===== src/sv/clock_step_position_tracker_top_defines.svh =====
// assertion macros for the clock step position tracker
// used by clock_step_position_tracker_top, no other dependencies
`ifndef CLOCK_STEP_POSITION_TRACKER_TOP_DEFINES_SVH
`define CLOCK_STEP_POSITION_TRACKER_TOP_DEFINES_SVH
`ifndef SYNTHESIS
`define CSPT_ASSERT(lbl, prop, msg) \
  lbl: assert property (@(posedge clk) disable iff (rst) prop) else $error(msg);
`define CSPT_ASSERT_RST(lbl, rstx, prop, msg) \
  lbl: assert property (@(posedge clk) disable iff (rstx) prop) else $error(msg);
`else
`define CSPT_ASSERT(lbl, prop, msg)
`define CSPT_ASSERT_RST(lbl, rstx, prop, msg)
`endif
`endif


===== src/sv/cspt_pkg.sv =====
// shared types, constants and helpers of the clock step position tracker
// no dependencies
package cspt_pkg;

  // field and register widths
  localparam int KNOB_W     = 8;
  localparam int CFG_IDX_W  = 3;
  localparam int CFG_DATA_W = 9;
  localparam int GATE_W     = 2;
  localparam int STEP_W     = 8;
  localparam int MEAS_W     = 8;
  localparam int CIM_W      = 7;
  localparam int TPB_W      = 4;
  localparam int PLEN_W     = 9;
  localparam int MODE_W     = 2;
  localparam int PH_W       = 3;
  localparam int NUM_LANES  = 5;
  localparam int LANE_W     = $clog2(NUM_LANES);

  // shared divider
  localparam int DIV_NUM_W  = 13;
  localparam int DIV_DEN_W  = 9;
  localparam int DIV_CNT_W  = 4;
  localparam logic [DIV_CNT_W-1:0] ITER_QUOT = DIV_CNT_W'(12);
  localparam logic [DIV_CNT_W-1:0] ITER_MOD  = DIV_CNT_W'(13);
  localparam logic [DIV_CNT_W-1:0] ITER_LANE = DIV_CNT_W'(8);

  // input kinds
  localparam logic KIND_CLOCK = 1'b0;
  localparam logic KIND_RESET = 1'b1;

  // clock gate report codes
  localparam logic [GATE_W-1:0] GATE_NONE  = 2'd0;
  localparam logic [GATE_W-1:0] GATE_SET   = 2'd1;
  localparam logic [GATE_W-1:0] GATE_CLEAR = 2'd2;

  // register indexes
  localparam logic [CFG_IDX_W-1:0] CFG_SUBDIV   = 3'd0;
  localparam logic [CFG_IDX_W-1:0] CFG_TPB      = 3'd1;
  localparam logic [CFG_IDX_W-1:0] CFG_PLEN     = 3'd2;
  localparam logic [CFG_IDX_W-1:0] CFG_POLARITY = 3'd3;

  // subdivision modes
  localparam logic [MODE_W-1:0] MODE_X4 = 2'd0;
  localparam logic [MODE_W-1:0] MODE_X8 = 2'd1;
  localparam logic [MODE_W-1:0] MODE_64 = 2'd2;
  localparam logic [MODE_W-1:0] MODE_96 = 2'd3;

  localparam logic [CIM_W-1:0] CPM_64 = CIM_W'(16 * 4);
  localparam logic [CIM_W-1:0] CPM_96 = CIM_W'(24 * 4);

  localparam logic [TPB_W-1:0] TPB_RESET  = 4'd4;
  localparam logic [TPB_W-1:0] TPB_MAX    = 4'd8;
  localparam logic [PLEN_W-1:0] PLEN_RESET = 9'd64;
  localparam logic [PH_W-1:0]  DIV_NONE   = 3'd0;

  // knob band thresholds, knob scaled by 256
  localparam logic [2*KNOB_W-1:0] KNOB_T1 = 16'((65536 * 1) / 5);
  localparam logic [2*KNOB_W-1:0] KNOB_T2 = 16'((65536 * 2) / 5);
  localparam logic [2*KNOB_W-1:0] KNOB_T3 = 16'((65536 * 3) / 5);
  localparam logic [2*KNOB_W-1:0] KNOB_T4 = 16'((65536 * 4) / 5);

  typedef struct packed {
    logic                 start;
    logic [DIV_NUM_W-1:0] dividend;   // left aligned to the iteration count
    logic [DIV_DEN_W-1:0] divisor;
    logic [DIV_CNT_W-1:0] iters;
  } div_req_t;

  typedef struct packed {
    logic                 done;
    logic [DIV_NUM_W-1:0] quotient;
    logic [DIV_DEN_W-1:0] remainder;
  } div_rsp_t;

  // divider 1..5 from the knob band
  function automatic logic [PH_W-1:0] pick_divider(input logic [KNOB_W-1:0] knob);
    logic [2*KNOB_W-1:0] v;
    logic [PH_W-1:0]     r;
    v = {knob, {KNOB_W{1'b0}}};
    r = '0;
    if (v > KNOB_T1) r = r + 3'd1;
    if (v > KNOB_T2) r = r + 3'd1;
    if (v > KNOB_T3) r = r + 3'd1;
    if (v > KNOB_T4) r = r + 3'd1;
    return PH_W'(NUM_LANES) - r;
  endfunction

  // remainder of a small phase by a divider of 1..5
  function automatic logic [PH_W-1:0] small_mod(input logic [PH_W-1:0] a,
                                                input logic [PH_W-1:0] d);
    logic [PH_W-1:0] r;
    r = a;
    for (int k = 0; k < NUM_LANES; k++) begin
      if (r >= d) r = r - d;
    end
    return r;
  endfunction

endpackage


===== src/sv/cspt_evt_if.sv =====
// input channel of the clock step position tracker
// depends on cspt_pkg
interface cspt_evt_if;
  import cspt_pkg::*;
  logic              valid;
  logic              ready;
  logic              kind;
  logic              clock_level;
  logic [KNOB_W-1:0] tempo_knob;

  modport source (output valid, kind, clock_level, tempo_knob, input ready);
  modport sink (input valid, kind, clock_level, tempo_knob, output ready);
endinterface


===== src/sv/cspt_pos_if.sv =====
// result channel of the clock step position tracker
// depends on cspt_pkg
interface cspt_pos_if;
  import cspt_pkg::*;
  logic              valid;
  logic              ready;
  logic              step_fired;
  logic [STEP_W-1:0] step_index;
  logic [MEAS_W-1:0] measure_count;
  logic [GATE_W-1:0] clock_gate;

  modport source (output valid, step_fired, step_index, measure_count, clock_gate,
                  input ready);
  modport sink (input valid, step_fired, step_index, measure_count, clock_gate,
                output ready);
endinterface


===== src/sv/cspt_divider.sv =====
// shared restoring divider, one quotient bit per cycle
// depends on cspt_pkg
module cspt_divider (
  input  logic               clk,
  input  logic               rst,
  input  cspt_pkg::div_req_t req,
  output cspt_pkg::div_rsp_t rsp
);
  import cspt_pkg::*;

  logic [DIV_NUM_W-1:0] num;
  logic [DIV_DEN_W-1:0] den;
  logic [DIV_DEN_W-1:0] rem;
  logic [DIV_CNT_W-1:0] cnt;
  logic                 busy;
  logic                 done;
  logic [DIV_DEN_W:0]   trial;
  logic [DIV_DEN_W:0]   diff;
  logic                 ge;

  assign trial = {rem, num[DIV_NUM_W-1]};
  assign ge    = trial >= {1'b0, den};
  assign diff  = trial - {1'b0, den};

  always_ff @(posedge clk) begin
    if (rst) begin
      busy <= 1'b0;
      done <= 1'b0;
      cnt  <= '0;
    end else begin
      done <= busy && (cnt == DIV_CNT_W'(1));
      if (req.start) begin
        busy <= 1'b1;
        cnt  <= req.iters;
      end else if (busy) begin
        cnt <= cnt - DIV_CNT_W'(1);
        if (cnt == DIV_CNT_W'(1)) busy <= 1'b0;
      end
    end
  end

  always_ff @(posedge clk) begin
    if (req.start) begin
      num <= req.dividend;
      den <= req.divisor;
      rem <= '0;
    end else if (busy) begin
      num <= {num[DIV_NUM_W-2:0], ge};
      rem <= ge ? diff[DIV_DEN_W-1:0] : trial[DIV_DEN_W-1:0];
    end
  end

  assign rsp.done      = done;
  assign rsp.quotient  = num;
  assign rsp.remainder = rem;
endmodule


===== src/sv/clock_step_position_tracker_top.sv =====
// clock step position tracker, top level
// depends on cspt_pkg, cspt_evt_if, cspt_pos_if, cspt_divider and the defines header
`include "clock_step_position_tracker_top_defines.svh"

// Each item is an external clock level change or a sequencer reset, and each item gives
// exactly one result: the step event flag, the step index, the measure number and the
// clock gate report. Items are handled one at a time by a small sequencer around a single
// shared bit-serial divider. A reset item goes straight to the finish state, and so does
// an inactive edge, through a load state first when the divider changes and the clock
// count reloads from its shadow. Every active edge walks the five shadow divided positions:
// a lane that does not roll is skipped, one that rolls below the measure length is
// written back, and one that needs to wrap takes a division by the clocks per measure. An
// active divided edge first advances the clock (one division for the position within the
// measure, one for the wrap to the pattern length). A result still waiting at the output
// holds off the next item. Configuration is taken at any edge with cfg_we high; it should
// only be written while no item is in flight.
module clock_step_position_tracker_top #(
  parameter int MAX_PATTERN_STEPS = 256
) (
  input  logic                          clk,
  input  logic                          rst,
  input  logic                          cfg_we,
  input  logic [cspt_pkg::CFG_IDX_W-1:0]  cfg_index,
  input  logic [cspt_pkg::CFG_DATA_W-1:0] cfg_data,
  cspt_evt_if.sink                      evt,
  cspt_pos_if.source                    pos
);
  import cspt_pkg::*;

  // longest usable pattern, bounded by the register width
  localparam int LEN_MAX = (MAX_PATTERN_STEPS < (1 << PLEN_W) - 1) ?
                           MAX_PATTERN_STEPS : (1 << PLEN_W) - 1;
  localparam int LEN_W = $clog2(LEN_MAX + 1);
  localparam logic [LANE_W-1:0] LANE_LAST = LANE_W'(NUM_LANES - 1);

  typedef enum logic [11:0] {
    S_IDLE = 12'b0000_0000_0001,
    S_LOAD = 12'b0000_0000_0010,
    S_WRAP = 12'b0000_0000_0100,
    S_MUL  = 12'b0000_0000_1000,
    S_CHK  = 12'b0000_0001_0000,
    S_QDIV = 12'b0000_0010_0000,
    S_MDIV = 12'b0000_0100_0000,
    S_FIRE = 12'b0000_1000_0000,
    S_LRD  = 12'b0001_0000_0000,
    S_LUPD = 12'b0010_0000_0000,
    S_LDIV = 12'b0100_0000_0000,
    S_FIN  = 12'b1000_0000_0000
  } state_t;

  state_t state;

  // configuration registers
  logic [MODE_W-1:0] subdiv_mode;
  logic [TPB_W-1:0]  tpb;
  logic [PLEN_W-1:0] plen;
  logic              polarity;

  // position state
  logic [CIM_W-1:0]  cim;          // clocks in measure
  logic [MEAS_W-1:0] measure;
  logic [LEN_W-1:0]  cur_step;
  logic              step_valid;
  logic [CIM_W-1:0]  cpm;          // clocks per measure, updated on advance
  logic              pending;
  logic              force_step;
  logic [PH_W-1:0]   aphase;
  logic [PH_W-1:0]   iphase;
  logic [PH_W-1:0]   last_div;
  logic [PH_W-1:0]   phase [NUM_LANES];

  // shadow divided positions, one per divider, with valid bits for the cleared state
  logic [CIM_W-1:0]     pos_mem [NUM_LANES];
  logic [NUM_LANES-1:0] pos_ok;
  logic [CIM_W-1:0]     rd_data;
  logic                 rd_ok;
  logic [LANE_W-1:0]    rd_addr;
  logic                 wr_en;
  logic [CIM_W-1:0]     wr_data;

  // per item working registers
  logic                 fired_q;
  logic [GATE_W-1:0]    gate_q;
  logic                 adv_q;
  logic                 active_q;
  logic                 wrapped;
  logic [DIV_NUM_W-1:0] prod;
  logic [LANE_W-1:0]    lane;
  logic [NUM_LANES-1:0] lane_wrap;

  // result register
  logic              out_valid;
  logic              out_fired;
  logic [STEP_W-1:0] out_step;
  logic [MEAS_W-1:0] out_measure;
  logic [GATE_W-1:0] out_gate;

  // effective configuration
  logic [TPB_W-1:0]   tpb_eff;
  logic [TPB_W+1:0]   tpb4;
  logic [CIM_W-1:0]   cpm_c;
  logic [LEN_W-1:0]   len_eff;

  // edge decode
  logic                 accept;
  logic [PH_W-1:0]      div_sel;
  logic                 is_active;
  logic                 a_hit;
  logic [PH_W-1:0]      a_nxt;
  logic                 i_hit;
  logic [PH_W-1:0]      i_nxt;
  logic [PH_W-1:0]      ph_inc [NUM_LANES];
  logic [NUM_LANES-1:0] lane_hit;

  // arithmetic operands
  logic [DIV_NUM_W-1:0] mul_prod;
  logic [DIV_NUM_W-2:0] cim_x_tpb;
  logic [CIM_W:0]       lane_p1;
  logic                 lane_small;
  logic [LEN_W-1:0]     next_step;
  logic                 fire;

  div_req_t div_req;
  div_rsp_t div_rsp;

  cspt_divider u_div (
    .clk (clk),
    .rst (rst),
    .req (div_req),
    .rsp (div_rsp)
  );

  // ---------------------------------------------------------------- configuration
  always_ff @(posedge clk) begin
    if (rst) begin
      subdiv_mode <= MODE_96;
      tpb         <= TPB_RESET;
      plen        <= PLEN_RESET;
      polarity    <= 1'b0;
    end else if (cfg_we) begin
      case (cfg_index)
        CFG_SUBDIV:   subdiv_mode <= cfg_data[MODE_W-1:0];
        CFG_TPB:      tpb         <= cfg_data[TPB_W-1:0];
        CFG_PLEN:     plen        <= cfg_data[PLEN_W-1:0];
        CFG_POLARITY: polarity    <= cfg_data[0];
        default: ;
      endcase
    end
  end

  // ticks per beat clamped to 1..8
  always_comb begin
    if (tpb == '0)         tpb_eff = TPB_W'(1);
    else if (tpb > TPB_MAX) tpb_eff = TPB_MAX;
    else                   tpb_eff = tpb;
  end

  assign tpb4 = {tpb_eff, 2'b00};

  always_comb begin
    case (subdiv_mode)
      MODE_X4: cpm_c = {1'b0, tpb_eff, 2'b00};
      MODE_X8: cpm_c = {tpb_eff, 3'b000};
      MODE_64: cpm_c = CPM_64;
      default: cpm_c = CPM_96;
    endcase
  end

  // pattern length clamped to 1..max steps
  always_comb begin
    if (plen == '0)                                   len_eff = LEN_W'(1);
    else if ({{(32-PLEN_W){1'b0}}, plen} > MAX_PATTERN_STEPS) len_eff = LEN_W'(LEN_MAX);
    else                                              len_eff = LEN_W'(plen);
  end

  // ---------------------------------------------------------------- edge decode
  assign evt.ready = (state == S_IDLE) && (!out_valid || pos.ready);
  assign accept    = evt.valid && evt.ready;
  assign div_sel   = pick_divider(evt.tempo_knob);
  assign is_active = evt.clock_level == polarity;
  assign a_hit     = small_mod(aphase, div_sel) == '0;
  assign a_nxt     = small_mod(aphase + PH_W'(1), div_sel);
  assign i_hit     = small_mod(iphase, div_sel) == '0;
  assign i_nxt     = small_mod(iphase + PH_W'(1), div_sel);

  // lane i runs the shadow position for divider i+1
  always_comb begin
    for (int i = 0; i < NUM_LANES; i++) begin
      ph_inc[i]   = phase[i] + PH_W'(1);
      lane_hit[i] = ph_inc[i] >= PH_W'(i + 1);
    end
  end

  // ---------------------------------------------------------------- arithmetic operands
  assign mul_prod   = {{(DIV_NUM_W-MEAS_W){1'b0}}, measure} *
                      {{(DIV_NUM_W-TPB_W-2){1'b0}}, tpb4};
  assign cim_x_tpb  = {{(DIV_NUM_W-1-CIM_W){1'b0}}, cim} *
                      {{(DIV_NUM_W-1-TPB_W-2){1'b0}}, tpb4};
  assign lane_p1    = {1'b0, rd_ok ? rd_data : {CIM_W{1'b0}}} + (CIM_W+1)'(1);
  assign lane_small = lane_p1 < {1'b0, cpm};
  assign next_step  = pending ? '0 : LEN_W'(div_rsp.remainder);
  assign fire       = !step_valid || (next_step != cur_step) || force_step || pending;

  // divider requests: quotient within measure, pattern wrap, shadow position wrap
  always_comb begin
    div_req = '0;
    case (state)
      S_CHK: begin
        div_req.start    = 1'b1;
        div_req.dividend = {cim_x_tpb, 1'b0};
        div_req.divisor  = DIV_DEN_W'(cpm);
        div_req.iters    = ITER_QUOT;
      end
      S_QDIV: begin
        div_req.start    = div_rsp.done;
        div_req.dividend = prod + div_rsp.quotient;
        div_req.divisor  = DIV_DEN_W'(len_eff);
        div_req.iters    = ITER_MOD;
      end
      S_LUPD: begin
        div_req.start    = !lane_small;
        div_req.dividend = {lane_p1, 5'b00000};
        div_req.divisor  = DIV_DEN_W'(cpm);
        div_req.iters    = ITER_LANE;
      end
      default: ;
    endcase
  end

  // ---------------------------------------------------------------- shadow position memory
  assign rd_addr = (state == S_IDLE) ? LANE_W'(div_sel - PH_W'(1)) : lane;
  assign wr_en   = ((state == S_LUPD) && lane_small) || ((state == S_LDIV) && div_rsp.done);
  assign wr_data = (state == S_LDIV) ? CIM_W'(div_rsp.remainder) : CIM_W'(lane_p1);

  always_ff @(posedge clk) begin
    rd_data <= pos_mem[rd_addr];
    if (wr_en) pos_mem[lane] <= wr_data;
  end

  always_ff @(posedge clk) begin
    if (rst) begin
      pos_ok <= '0;
      rd_ok  <= 1'b0;
    end else begin
      rd_ok <= pos_ok[rd_addr];
      if (accept && (evt.kind == KIND_RESET)) pos_ok <= '0;
      else if (wr_en)                         pos_ok[lane] <= 1'b1;
    end
  end

  // ---------------------------------------------------------------- sequencer
  always_ff @(posedge clk) begin
    if (rst) begin
      state      <= S_IDLE;
      cim        <= '0;
      measure    <= '0;
      cur_step   <= '0;
      step_valid <= 1'b0;
      cpm        <= CPM_96;
      pending    <= 1'b1;
      force_step <= 1'b0;
      aphase     <= '0;
      iphase     <= '0;
      last_div   <= DIV_NONE;
      lane       <= '0;
      for (int i = 0; i < NUM_LANES; i++) phase[i] <= '0;
    end else begin
      case (state)
        S_IDLE: begin
          if (accept) begin
            fired_q <= 1'b0;
            gate_q  <= GATE_NONE;
            lane    <= '0;
            if (evt.kind == KIND_RESET) begin
              // sequencer reset: position cleared, step kept, next advance forces a step
              pending    <= 1'b1;
              force_step <= 1'b1;
              measure    <= '0;
              cim        <= '0;
              aphase     <= '0;
              iphase     <= '0;
              for (int i = 0; i < NUM_LANES; i++) phase[i] <= '0;
              state <= S_FIN;
            end else begin
              active_q <= is_active;
              adv_q    <= is_active && a_hit;
              if (is_active) begin
                if (a_hit) gate_q <= GATE_SET;
                aphase <= a_nxt;
                for (int i = 0; i < NUM_LANES; i++) begin
                  phase[i]     <= lane_hit[i] ? '0 : ph_inc[i];
                  lane_wrap[i] <= lane_hit[i];
                end
              end else begin
                if (i_hit) gate_q <= GATE_CLEAR;
                iphase <= i_nxt;
              end
              // divider change: clock count reloads from that divider's shadow
              if (last_div != div_sel) begin
                last_div <= div_sel;
                state    <= S_LOAD;
              end else if (is_active && a_hit) begin
                state <= S_WRAP;
              end else if (is_active) begin
                state <= S_LRD;
              end else begin
                state <= S_FIN;
              end
            end
          end
        end

        S_LOAD: begin
          cim <= rd_ok ? rd_data : '0;
          if (adv_q)         state <= S_WRAP;
          else if (active_q) state <= S_LRD;
          else               state <= S_FIN;
        end

        // measure rollover
        S_WRAP: begin
          cpm <= cpm_c;
          if (cim >= cpm_c) begin
            cim     <= '0;
            measure <= measure + MEAS_W'(1);
            wrapped <= 1'b1;
          end else begin
            wrapped <= 1'b0;
          end
          state <= S_MUL;
        end

        S_MUL: begin
          prod  <= mul_prod;
          state <= S_CHK;
        end

        // measure past the pattern end starts over
        S_CHK: begin
          if (wrapped && (prod >= DIV_NUM_W'(len_eff))) begin
            measure <= '0;
            prod    <= '0;
          end
          state <= S_QDIV;
        end

        S_QDIV: begin
          if (div_rsp.done) state <= S_MDIV;
        end

        S_MDIV: begin
          if (div_rsp.done) state <= S_FIRE;
        end

        S_FIRE: begin
          if (fire) begin
            cur_step   <= next_step;
            step_valid <= 1'b1;
            fired_q    <= 1'b1;
          end
          pending    <= 1'b0;
          force_step <= 1'b0;
          cim        <= cim + CIM_W'(1);
          state      <= S_LRD;
        end

        // shadow lanes, only those whose divided clock rolled over
        S_LRD: begin
          if (lane_wrap[lane]) begin
            state <= S_LUPD;
          end else if (lane == LANE_LAST) begin
            state <= S_FIN;
          end else begin
            lane <= lane + LANE_W'(1);
          end
        end

        S_LUPD: begin
          if (!lane_small) begin
            state <= S_LDIV;
          end else if (lane == LANE_LAST) begin
            state <= S_FIN;
          end else begin
            lane  <= lane + LANE_W'(1);
            state <= S_LRD;
          end
        end

        S_LDIV: begin
          if (div_rsp.done) begin
            if (lane == LANE_LAST) begin
              state <= S_FIN;
            end else begin
              lane  <= lane + LANE_W'(1);
              state <= S_LRD;
            end
          end
        end

        S_FIN: begin
          state <= S_IDLE;
        end

        default: state <= S_IDLE;
      endcase
    end
  end

  // ---------------------------------------------------------------- result register
  always_ff @(posedge clk) begin
    if (rst) begin
      out_valid <= 1'b0;
    end else if (state == S_FIN) begin
      out_valid <= 1'b1;
    end else if (pos.ready) begin
      out_valid <= 1'b0;
    end
  end

  always_ff @(posedge clk) begin
    if (state == S_FIN) begin
      out_fired   <= fired_q;
      out_step    <= step_valid ? STEP_W'(cur_step) : '0;
      out_measure <= measure;
      out_gate    <= gate_q;
    end
  end

  assign pos.valid         = out_valid;
  assign pos.step_fired    = out_fired;
  assign pos.step_index    = out_step;
  assign pos.measure_count = out_measure;
  assign pos.clock_gate    = out_gate;

  // ---------------------------------------------------------------- assertions
  `CSPT_ASSERT(a_reset_item_clears,
    (accept && (evt.kind == KIND_RESET)) |=> ((state == S_FIN) && pending && (measure == '0)),
    "reset item did not clear the position")
  `CSPT_ASSERT(a_fin_slot_free, (state == S_FIN) |-> !out_valid,
    "result register still busy at finish")
  `CSPT_ASSERT(a_step_in_range, (state == S_FIRE) |=> (step_valid && (cur_step < len_eff)),
    "step index outside the pattern")
  `CSPT_ASSERT(a_divisor_nonzero, ((state == S_CHK) || (state == S_LUPD)) |-> (cpm != '0),
    "division by zero clocks per measure")

endmodule

===== src/flat_wrapper.sv =====
// flat-port wrapper written by rule: the top's interface ports become plain ports
module clock_step_position_tracker_top_flat import cspt_pkg::*;
#(
  parameter int MAX_PATTERN_STEPS = 256
)
  (clk, rst, cfg_we, cfg_index, cfg_data, evt_valid, evt_kind, evt_clock_level, evt_tempo_knob, evt_ready, pos_valid, pos_step_fired, pos_step_index, pos_measure_count, pos_clock_gate, pos_ready);
  cspt_evt_if evt_i ();
  cspt_pos_if pos_i ();
  input  logic clk;
  input  logic rst;
  input  logic cfg_we;
  input  logic [cspt_pkg::CFG_IDX_W-1:0] cfg_index;
  input  logic [cspt_pkg::CFG_DATA_W-1:0] cfg_data;
  input wire logic [$bits(evt_i.valid)-1:0] evt_valid;
  input wire logic [$bits(evt_i.kind)-1:0] evt_kind;
  input wire logic [$bits(evt_i.clock_level)-1:0] evt_clock_level;
  input wire logic [$bits(evt_i.tempo_knob)-1:0] evt_tempo_knob;
  output wire logic [$bits(evt_i.ready)-1:0] evt_ready;
  output wire logic [$bits(pos_i.valid)-1:0] pos_valid;
  output wire logic [$bits(pos_i.step_fired)-1:0] pos_step_fired;
  output wire logic [$bits(pos_i.step_index)-1:0] pos_step_index;
  output wire logic [$bits(pos_i.measure_count)-1:0] pos_measure_count;
  output wire logic [$bits(pos_i.clock_gate)-1:0] pos_clock_gate;
  input wire logic [$bits(pos_i.ready)-1:0] pos_ready;
  assign evt_i.valid = evt_valid;
  assign evt_i.kind = evt_kind;
  assign evt_i.clock_level = evt_clock_level;
  assign evt_i.tempo_knob = evt_tempo_knob;
  assign evt_ready = evt_i.ready;
  assign pos_valid = pos_i.valid;
  assign pos_step_fired = pos_i.step_fired;
  assign pos_step_index = pos_i.step_index;
  assign pos_measure_count = pos_i.measure_count;
  assign pos_clock_gate = pos_i.clock_gate;
  assign pos_i.ready = pos_ready;
  clock_step_position_tracker_top #(.MAX_PATTERN_STEPS(MAX_PATTERN_STEPS)) u_core (.clk(clk), .rst(rst), .cfg_we(cfg_we), .cfg_index(cfg_index), .cfg_data(cfg_data), .evt(evt_i), .pos(pos_i));
endmodule

===== config.mk =====
export PLATFORM = sky130hd
export DESIGN_NAME = clock_step_position_tracker_top_flat
export DESIGN_NICKNAME = d
export VERILOG_FILES = /design/src/sv/cspt_pkg.sv /design/src/sv/cspt_evt_if.sv /design/src/sv/cspt_pos_if.sv /design/src/sv/cspt_divider.sv /design/src/sv/clock_step_position_tracker_top.sv /design/src/flat_wrapper.sv
export VERILOG_INCLUDE_DIRS = /design/src /design/src/sv
export SDC_FILE = /design/constraint.sdc
export NUM_CORES = 1
export LEC_CHECK = 0
export BUFFER_PORTS_ARGS = -buffer_cell sky130_fd_sc_hd__buf_2
export CORE_MARGIN = 3
export CORE_UTILIZATION = 54
export CTS_CLUSTER_SIZE = 16
export DETAILED_ROUTE_END_ITERATION = 7
export GPL_TIMING_DRIVEN = 0
export PLACE_DENSITY = 0.71
export SYNTH_ARGS = -nofsm -noshare
export SYNTH_HDL_FRONTEND = slang
export SYNTH_SLANG_ARGS = --single-unit

===== constraint.sdc =====
create_clock -name clk -period 15 [get_ports clk]
set_input_delay 1.5 -clock clk [delete_from_list [all_inputs] [get_ports clk]]
set_output_delay 1.5 -clock clk [all_outputs]
set_load 0.05 [all_outputs]

==> run summary, run 1 <==
The run finished with clean final reports. Detailed routing inserted a total of 12600 vias. The async set-or-reset flop fraction in the synthesized netlist is 0%, and the post-detailed-route count of antenna-violating nets is 0. Summing every instance area after synthesis gives 15400 um2. The area growth from synthesis to layout is 9.82%. The critical setup path kind was primary input to flip-flop.

From left edge to right edge, the die measures 175 um. The hold buffer count at cts was 0. Once placement completed, the tool counted placed cells totaling 2103.

For this run, global-route usage on met2 was measured as 41.4%. The tools report the worst setup path endpoint as u_core.gate_q[0]. Sorting the synthesized cells by area gives the leading types as edfxtp_1, dfxtp_1, ha_1. In this run the critical register-to-register path is launched from u_core.aphase[0]. At the end of the flow, the number of nets in the layout was 1961. In the final layout, the share of cells above drive strength 1 is 7.92%. IR analysis of the VDD net gives a maximum drop of 0.223 mV. The finished layout holds 2146 standard cells, fillers aside. The largest total area in the synthesized netlist belongs to edfxtp_1.

In this run, synthesis produced a sequential element count of 214. For met3 alone, demand over resource in global routing was 3.11%. The worst slew slack as a fraction of its limit came out at 12.2%. The share of cell area taken by muxes after synthesis is 4.59%, and the area share of fa/ha/maj cells after synthesis is 17.3%. The fraction of met1 tracks used by global routing was 32.0%; the count of boundary I/O pins was 48. After filler insertion, the fill cell instance count of the layout stands at 2468. After detailed routing, the total wire length is 37800 um. The top-area cell type share of the netlist area is 22.1%.

The count of cell instances traversed by the critical path came out at 43. Dividing the final minimum period by the clock period gives 87.9%. Synthesis handed over a netlist of 1673 instances. The number of setup buffers added after CTS is 0. The tools report the remaining routing DRC violations as 0. The global routing stage identified its most utilized layer as met2.

After floorplanning, the core was sized to cover 27900 um2. TritonCTS built the clock tree. The static power due to leakage was 0.00722 uW. The tree is rooted in a clkbuf_16.

The die boundary height is 175 um. The most used flip-flop cell after synthesis is edfxtp_1. The first-iteration detailed-routing DRC count was 816.

The transition time at the pin with the least slew margin is 1.32 ns, and the final count of negative-setup-slack endpoints is 0. For the number of diodes added for antenna fixing, the log shows 0. Sequential elements use 35.3% of the synthesized area. The number of buffers and inverters on the critical path is 4.

The endpoint of the worst register-to-register path is u_core.gate_q[0]. Summing all flip-flop and latch instances after layout gives 5420 um2. The routed design could run at a clock period as short as 13.18 ns.

Kind of end point of the critical path: a flip-flop. Dividing the detail-routed wire length by the instance count gives 17.6 um. The run gives 15.23 ns as the required time reported for the critical path endpoint. The multi-input combinational cells in the finished layout cover a total of 9290 um2. Final core area utilization: 60.4%.

The post-synthesis cell type count was 84. Worst reg-to-reg path cell count: 33. For the leftover overflow at the end of global routing, the log shows 0. The number of hold violations in the final report came out at 0. Setup repair after global routing left no endpoint under its margin. The via count of the first global-routing pass was 12100.

For this design, the slowest cell found on the critical path is inv_1. The cell family contributing the most delay on the critical path is compound AO/OA/AOI/OAI gates. In this run the worst setup path begins at evt_tempo_knob[0].

The die covers 30500 um2. Detailed placement ended at an HPWL of 28300 um. The pre-antenna-repair detailed-routing pass consisted of 5 iterations.

The tools report the CTS H-tree depth as 1. During synthesis, Yosys emitted a total of 0 warnings. The number of max-cap violations is 0. The maximum fanout along the worst path is 29. The simple-gate share of the synthesized area is 17.9%.

Data arrives at the worst endpoint at 13.40 ns. For this configuration, the core starts out at a cell density of 55.0%. Critical path's largest stage delay: 0.95 ns. In this run, post-CTS repair resized a total of 0 instances. The achievable clock frequency was 75.9 MHz; the first-pass GRT wire length was 60800 um. The number of enable-type register cells in the synthesized netlist was 113.

Counting the buffers created by CTS gives 24. The critical path launch point type was a primary input. Max-slew violation count: 0. The total track usage was 24.3%; the setup skew after layout was 0.0159 ns. Counting along the longest clock path gives a buffer depth of 3. Clock-pin slew was measured on the worst setup and hold paths at 0.07 ns. In this run the worst hold path is classified as flip-flop to flip-flop. The vias per cell was 5.87; the mean area per synthesized cell was 9.18 um2. The areal power density over the cells was 173 nW/um2.

Summing the areas of all xor and xnor instances in the mapped netlist gives 4.68% of the synthesized area. After floorplanning, the core was divided into 61 placement rows. Across all register-to-register paths, the minimum setup slack is 5.38 ns.

CTS saw 214 sinks. The run gives 0.52 ns as the latest clock arrival within the worst-skew pair. By area, the combinational part of the netlist is dominated by simple AND/OR/NAND/NOR gates. For the initial antenna violation count, the log shows 0. The number of port buffers was 46; the maximum number of pins on one net before global-route repair was 30.

In this design, the critical path's most frequently occurring cell is ha_1. The synthesized netlist devotes 15.9% of its cell area to compound gates. The final weighted congestion in routability-driven placement came out at 0.956.
-- synthesized netlist by cell type (17+ instances only) --
master    count
a21o_1       38
a21oi_1     123
and2_1       45
clkbuf_1     50
dfxtp_1     101
edfxtp_1    113
fa_1         44
ha_1        139
inv_1       122
mux2_2       31
mux2i_1      34
nand2_1     176
nand2b_1     40
nand3_1      28
nor2_1      146
nor2b_1      19
nor3_1       30
o21a_1       17
o21ai_0      71
xnor2_1      42
xor2_1       40
-- worst min path at each step --
stage                                 start                          end  slack, ns  depth (start not counted)
final                     u_core.measure[3]  u_core.pos.measure_count[3]       0.43                          0
after global placement     u_core.gate_q[1]     u_core.pos.clock_gate[1]       0.40                          0
after global routing      u_core.measure[3]  u_core.pos.measure_count[3]       0.43                          0
after floorplan            u_core.gate_q[0]     u_core.pos.clock_gate[0]       0.40                          0
after CTS                 u_core.measure[3]  u_core.pos.measure_count[3]       0.43                          0
after detailed placement   u_core.gate_q[0]     u_core.pos.clock_gate[0]       0.41                          0
-- layout make-up --
cell class / instances / share of cell area [%]
inverter: 123 / 2.74
sequential: 214 / 32.1
multi-input combinational: 1284 / 55.1
tap: 378 / 2.80
clock inverter: 17 / 0.764
timing repair buffer: 47 / 1.45
clock buffer: 26 / 3.79
buffer: 57 / 1.28
-- worst reg2reg max path: cells and delay by family, from the launching register on --
| family | cells | cell delay, ns |
|---|---|---|
| AND/OR/NAND/NOR | 11 | 2.29 |
| buffers and inverters | 1 | 0.12 |
| multiplexers | 1 | 0.44 |
| flip-flops | 1 | 0.45 |
| adder cells (fa/ha/maj) | 7 | 2.25 |
| AO/OA/AOI/OAI | 13 | 3.76 |
-- cell families after synthesis --
group | count (synthesis)
DFF | 214
xor gates and xnor gates | 82
and+or+nand+nor | 567
muxes | 66
adders and majority gates | 186
other | 1
AOI/OAI and AO/OA | 377
buffers and inverters | 180
-- layer usage --
metal / vias to the layer above / routed length (um)
li1: 6081 / -
met1: 6026 / 16400
met2: 407 / 18000
met3: 77 / 2180
met4: 0 / 1250
met5: - / 0
-- layout by cell type (no fill, tap or decap), types with 40 or more instances in the layout --
| master | count |
|---|---|
| nand2_1 | 176 |
| dfxtp_1 | 101 |
| and2_1 | 45 |
| nand2b_1 | 40 |
| inv_1 | 122 |
| nor2_1 | 145 |
| xor2_1 | 40 |
| fa_1 | 44 |
| clkbuf_1 | 50 |
| xnor2_1 | 42 |
| o21ai_0 | 71 |
| buf_2 | 48 |
| edfxtp_1 | 113 |
| ha_1 | 139 |
| a21oi_1 | 123 |
-- per-stage QoR --
| stage | area [um2] | total power [uW] | hold WS [ns] | setup WS [ns] | setup TNS, ns |
|---|---|---|---|---|---|
| 2_1_floorplan | 15400 | 2010 | 0.400 | 2.14 | 0 |
| 3_3_place_gp | 16100 | 2260 | 0.405 | -0.213 | -0.335 |
| 3_5_place_dp | 16100 | 2340 | 0.409 | 1.42 | 0 |
| 4_1_cts | 16900 | 2920 | 0.427 | 1.94 | 0 |
| 5_1_grt | 16900 | 3180 | 0.432 | 1.15 | 0 |
| 6_report | 16900 | 2920 | 0.425 | 1.82 | 0 |
-- state kept, by name (all words and copies together) (netlist names), 9 cells and up --
register / flops
u_core.plen: 9
u_core.u_div.den: 9
u_core.u_div.rem: 9
u_core.pos_mem: 35
u_core.u_div.num: 13
u_core.cur_step: 9
u_core.state: 12
u_core.phase: 15
u_core.prod: 11
-- power breakdown --
group	internal, uW	switching [uW]	leakage (uW)
clock	327	247	0.000377
sequential	662	34.4	0.00184
combinational	717	933	0.00500
total	1710	1210	0.00722
Note: power is estimated with default switching activity, not from simulation.
==> run 2: changes to the inputs <==
--- a/config.mk
+++ b/config.mk
@@ -6,6 +6,7 @@
 export SDC_FILE = /design/constraint.sdc
 export NUM_CORES = 1
 export LEC_CHECK = 0
+export ABC_AREA = 1
 export BUFFER_PORTS_ARGS = -buffer_cell sky130_fd_sc_hd__buf_2
 export CORE_MARGIN = 3
 export CORE_UTILIZATION = 54
==> run 2 against run 1 <==
Compared with the run above:
- fmax up 36%
- non-clock buffer count down 25
- first-iteration DRC count up 28%
- sequential cell count unchanged
- synthesized area down 0.96%
- critical path type unchanged
==> run summary, run 2 <==
For the placeable core area, the log shows 27300 um2 (-2.2%). The initial antenna violation count is 2 (+2), and the buffer levels on the longest clock path is 3 (unchanged). The total negative setup slack was 0 ns (unchanged). The run gives 0.53 ns (about the same) as the latest clock arrival within the worst-skew pair.

The count of filler cells inserted in the layout is 2502 (+1.4%), and the CTS buffer count is 23 (-4.2%). For the remaining routing DRC violations, the log shows 0 (unchanged). The run gives 48 (unchanged) as the count of boundary I/O pins.

The number of cell rows came out at 60 (-1.6%). The clock-pin slew of the registers on the worst-case setup and hold paths is 0.06 ns (about the same). In the final layout, the registers with the most flip-flops are u_core.pos_mem x35, u_core.phase x15, u_core.u_div.num x13. Setup repair after global routing left no endpoint under its margin. For the final weighted congestion in routability-driven placement, the log shows 0.958 (+0.21%). The final core area utilization was 61.0% (+0.60 points). In the layout the commonest cells are nand2_1, inv_1, nor2_1. The tools report the leftover overflow at the end of global routing as 0 (unchanged). The commonest cells after synthesis are nand2_1, inv_1, nor2_1. The post-cts resize count came out at 0 (unchanged).

The via count of the first global-routing pass came out at 12300 (+2.0%). The root buffer selected by CTS is clkbuf_16. The count of cell instances traversed by the critical path is 44 (+2.3%). The arrival time of data at the critical path endpoint was 10.07 ns (-3.33 ns). The slowest stage of the critical path belongs to the cell nand2_4.

Yosys synthesis warning count: 0 (unchanged). The run gives 15.39 ns (+0.16 ns) as the required time reported for the critical path endpoint. The number of hold violations in the final report came out at 0 (unchanged). Yosys attributes the largest share of cell area to edfxtp_1, dfxtp_1, ha_1. The mean area per synthesized cell is 8.08 um2 (-12%), and the achievable clock frequency is 103 MHz (+36%).

The maximum number of pins on one net before global-route repair was 33 (+10%). Flip-flop count of the largest register after layout: 35 (unchanged). The run gives 1882 (+12%) as the post-synthesis cell count. The transition time at the pin with the least slew margin was 1.35 ns (+0.0371 ns).

STA classifies the critical path endpoint as a flip-flop. Cell family contributing the most delay on the critical path: compound AO/OA/AOI/OAI gates. The maximum fanout along the worst path was 32 (+10%); the half-perimeter wire length after detailed placement was 28300 um (about the same). The worst slew slack as a fraction of its limit was 9.08% (-3.1 points); the setup skew after layout was 0.0174 ns (+0.00150 ns). Counting flops per register, the top entry is u_core.pos_mem. The worst setup path is of the primary input to flip-flop kind. The fraction of layout cells with a size suffix above 1 was 8.45% (+0.53 points); the horizontal die dimension was 174 um (-0.47%). Most used standard cell by instance count after synthesis: nand2_1. The tools report the final count of negative-setup-slack endpoints as 0 (unchanged).

The sum of buffers and inverters on the critical path was 8 (+4). The critical path's largest stage delay is 0.40 ns (-0.55 ns). The tools report the first-iteration detailed-routing DRC count as 1045 (+28%). The vias per cell was 5.46 (-7.0%).

Top-area cell type share of the netlist area: 22.3% (+0.21 points). The static power due to leakage was 0.00767 uW (+6.2%); the effective utilization at floorplan was 55.7% (+0.68 points). The tools report the total number of clock tree sinks as 214 (unchanged). The part of the cycle the worst path needs came out at 64.6% (-23 points).

The run finished with clean final reports. For the number of nets in the layout, the log shows 2170 (+11%). The logs give 5 (unchanged) for the first-pass iteration count of the detailed router and 0 (unchanged) for the number of setup buffers added after CTS.

TritonCTS built the clock tree. The run gives 0 (unchanged) as the number of diodes added for antenna fixing. The hold buffer count at cts is 0 (unchanged). The class of the most critical hold timing path is flip-flop to flip-flop.

For the post-synthesis sequential area ratio, the log shows 35.6% (+0.34 points). The CTS H-tree depth is 1 (unchanged). In this design, the critical path's most frequently occurring cell is o21ai_0. The tools report the peak supply drop as 0.514 mV (+130%).

The worst reg-to-reg path cell count was 32 (-3.0%); the average wire per cell in the routed design was 15.6 um (-11%). The area of the mapped netlist was 15200 um2 (-0.96%). The clock period minus final worst setup slack was 9.69 ns (-3.49 ns); the cell depth of the worst hold path was 0 (unchanged).

Max-slew violation count: 0 (unchanged). The most frequently used flop master after synthesis was edfxtp_1. The run gives 12800 (+1.8%) as the number of vias after detailed routing. The number of enable-type register cells in the synthesized netlist was 113 (unchanged).

The layout overhead on the synthesized area is 9.54%. The biggest area consumer among synthesized cells is edfxtp_1. The wire length after detailed routing is 36700 um (-3.0%), and the post-synthesis cell type count is 63 (-25%). The number of register bits inferred by synthesis came out at 214 (unchanged).

The async set-or-reset flop fraction in the synthesized netlist works out to 0% (unchanged). The post-detailed-route count of antenna-violating nets was 0 (unchanged). The run gives 24.2% (-0.076 points) as the total track usage. The area of the die is 30200 um2 (-0.93%), and the number of max-cap violations is 0 (unchanged). The die boundary height came out at 174 um (-0.47%). Critical path launch point type: a primary input. The number of port buffers was 46 (unchanged). Areal power density over the cells: 236 nW/um2 (+36%).

The most frequent standard cell in the layout excluding fill and tap cells is nand2_1. The first-pass GRT wire length is 60700 um (-0.23%).
## run 2: per-layer routing
metal	up-vias	part of all wire (%)	GRT usage [%]	routed length (um)
met4	4	2.3	5.80	854
li1	6424	-	-	-
met2	361	46	39.4	16700
met1	5960	46	34.0	16700
met5	-	0.060	0	22
met3	65	6.4	4.01	2330
## run 2: cell families (layout without fill, tap and decap cells)
logic type | count (synthesis) | in the layout | synth area share (%)
compound gates | 348 | 348 | 13.5
flops | 214 | 214 | 35.6
other cells | 1 | 6 | 0.0247
simple gates | 741 | 741 | 21.7
xor+xnor | 51 | 51 | 3.06
fa+ha+maj | 183 | 183 | 17.2
buf+inv | 339 | 429 | 8.52
mux | 5 | 5 | 0.370
## run 2: metrics by stage
stage	instances	instance area, um2	power (uW)	worst slack [ns]	hold slack, ns
after floorplan	1887	15200	2850	6.04	0.400
after global placement	2305	15900	3230	5.13	0.404
after detailed placement	2307	15900	3380	4.81	0.408
after CTS	2349	16700	3930	5.33	0.423
after global routing	2349	16700	4370	4.36	0.430
final	2349	16700	3930	5.31	0.422
## run 2: where the power goes
part / internal, uW / total (uW) / switching (uW) / leakage, uW
clock: 308 / 545 / 237 / 0.000338
sequential: 677 / 718 / 41.3 / 0.00185
combinational: 979 / 2670 / 1690 / 0.00548
total: 1960 / 3930 / 1960 / 0.00767
## run 2: final cells by class
class / instances / area, um2 / area share (%)
Tap cell: 372 / 465 / 2.79
Inverter: 308 / 1160 / 6.94
Sequential cell: 214 / 5420 / 32.5
Clock inverter: 10 / 90.1 / 0.541
Timing Repair Buffer: 48 / 245 / 1.47
Clock buffer: 32 / 619 / 3.72
Buffer: 31 / 140 / 0.841
Multi-Input combinational cell: 1334 / 8530 / 51.2
## run 2: worst paths after layout
path | start | endpoint | slack [ns]
max | evt_tempo_knob[1] | u_core.aphase[2] | 5.31
min | u_core.gate_q[0] | u_core.pos.clock_gate[0] | 0.42
max reg2reg | u_core.aphase[0] | u_core.aphase[2] | 8.31
min reg2reg | u_core.gate_q[0] | u_core.pos.clock_gate[0] | 0.42
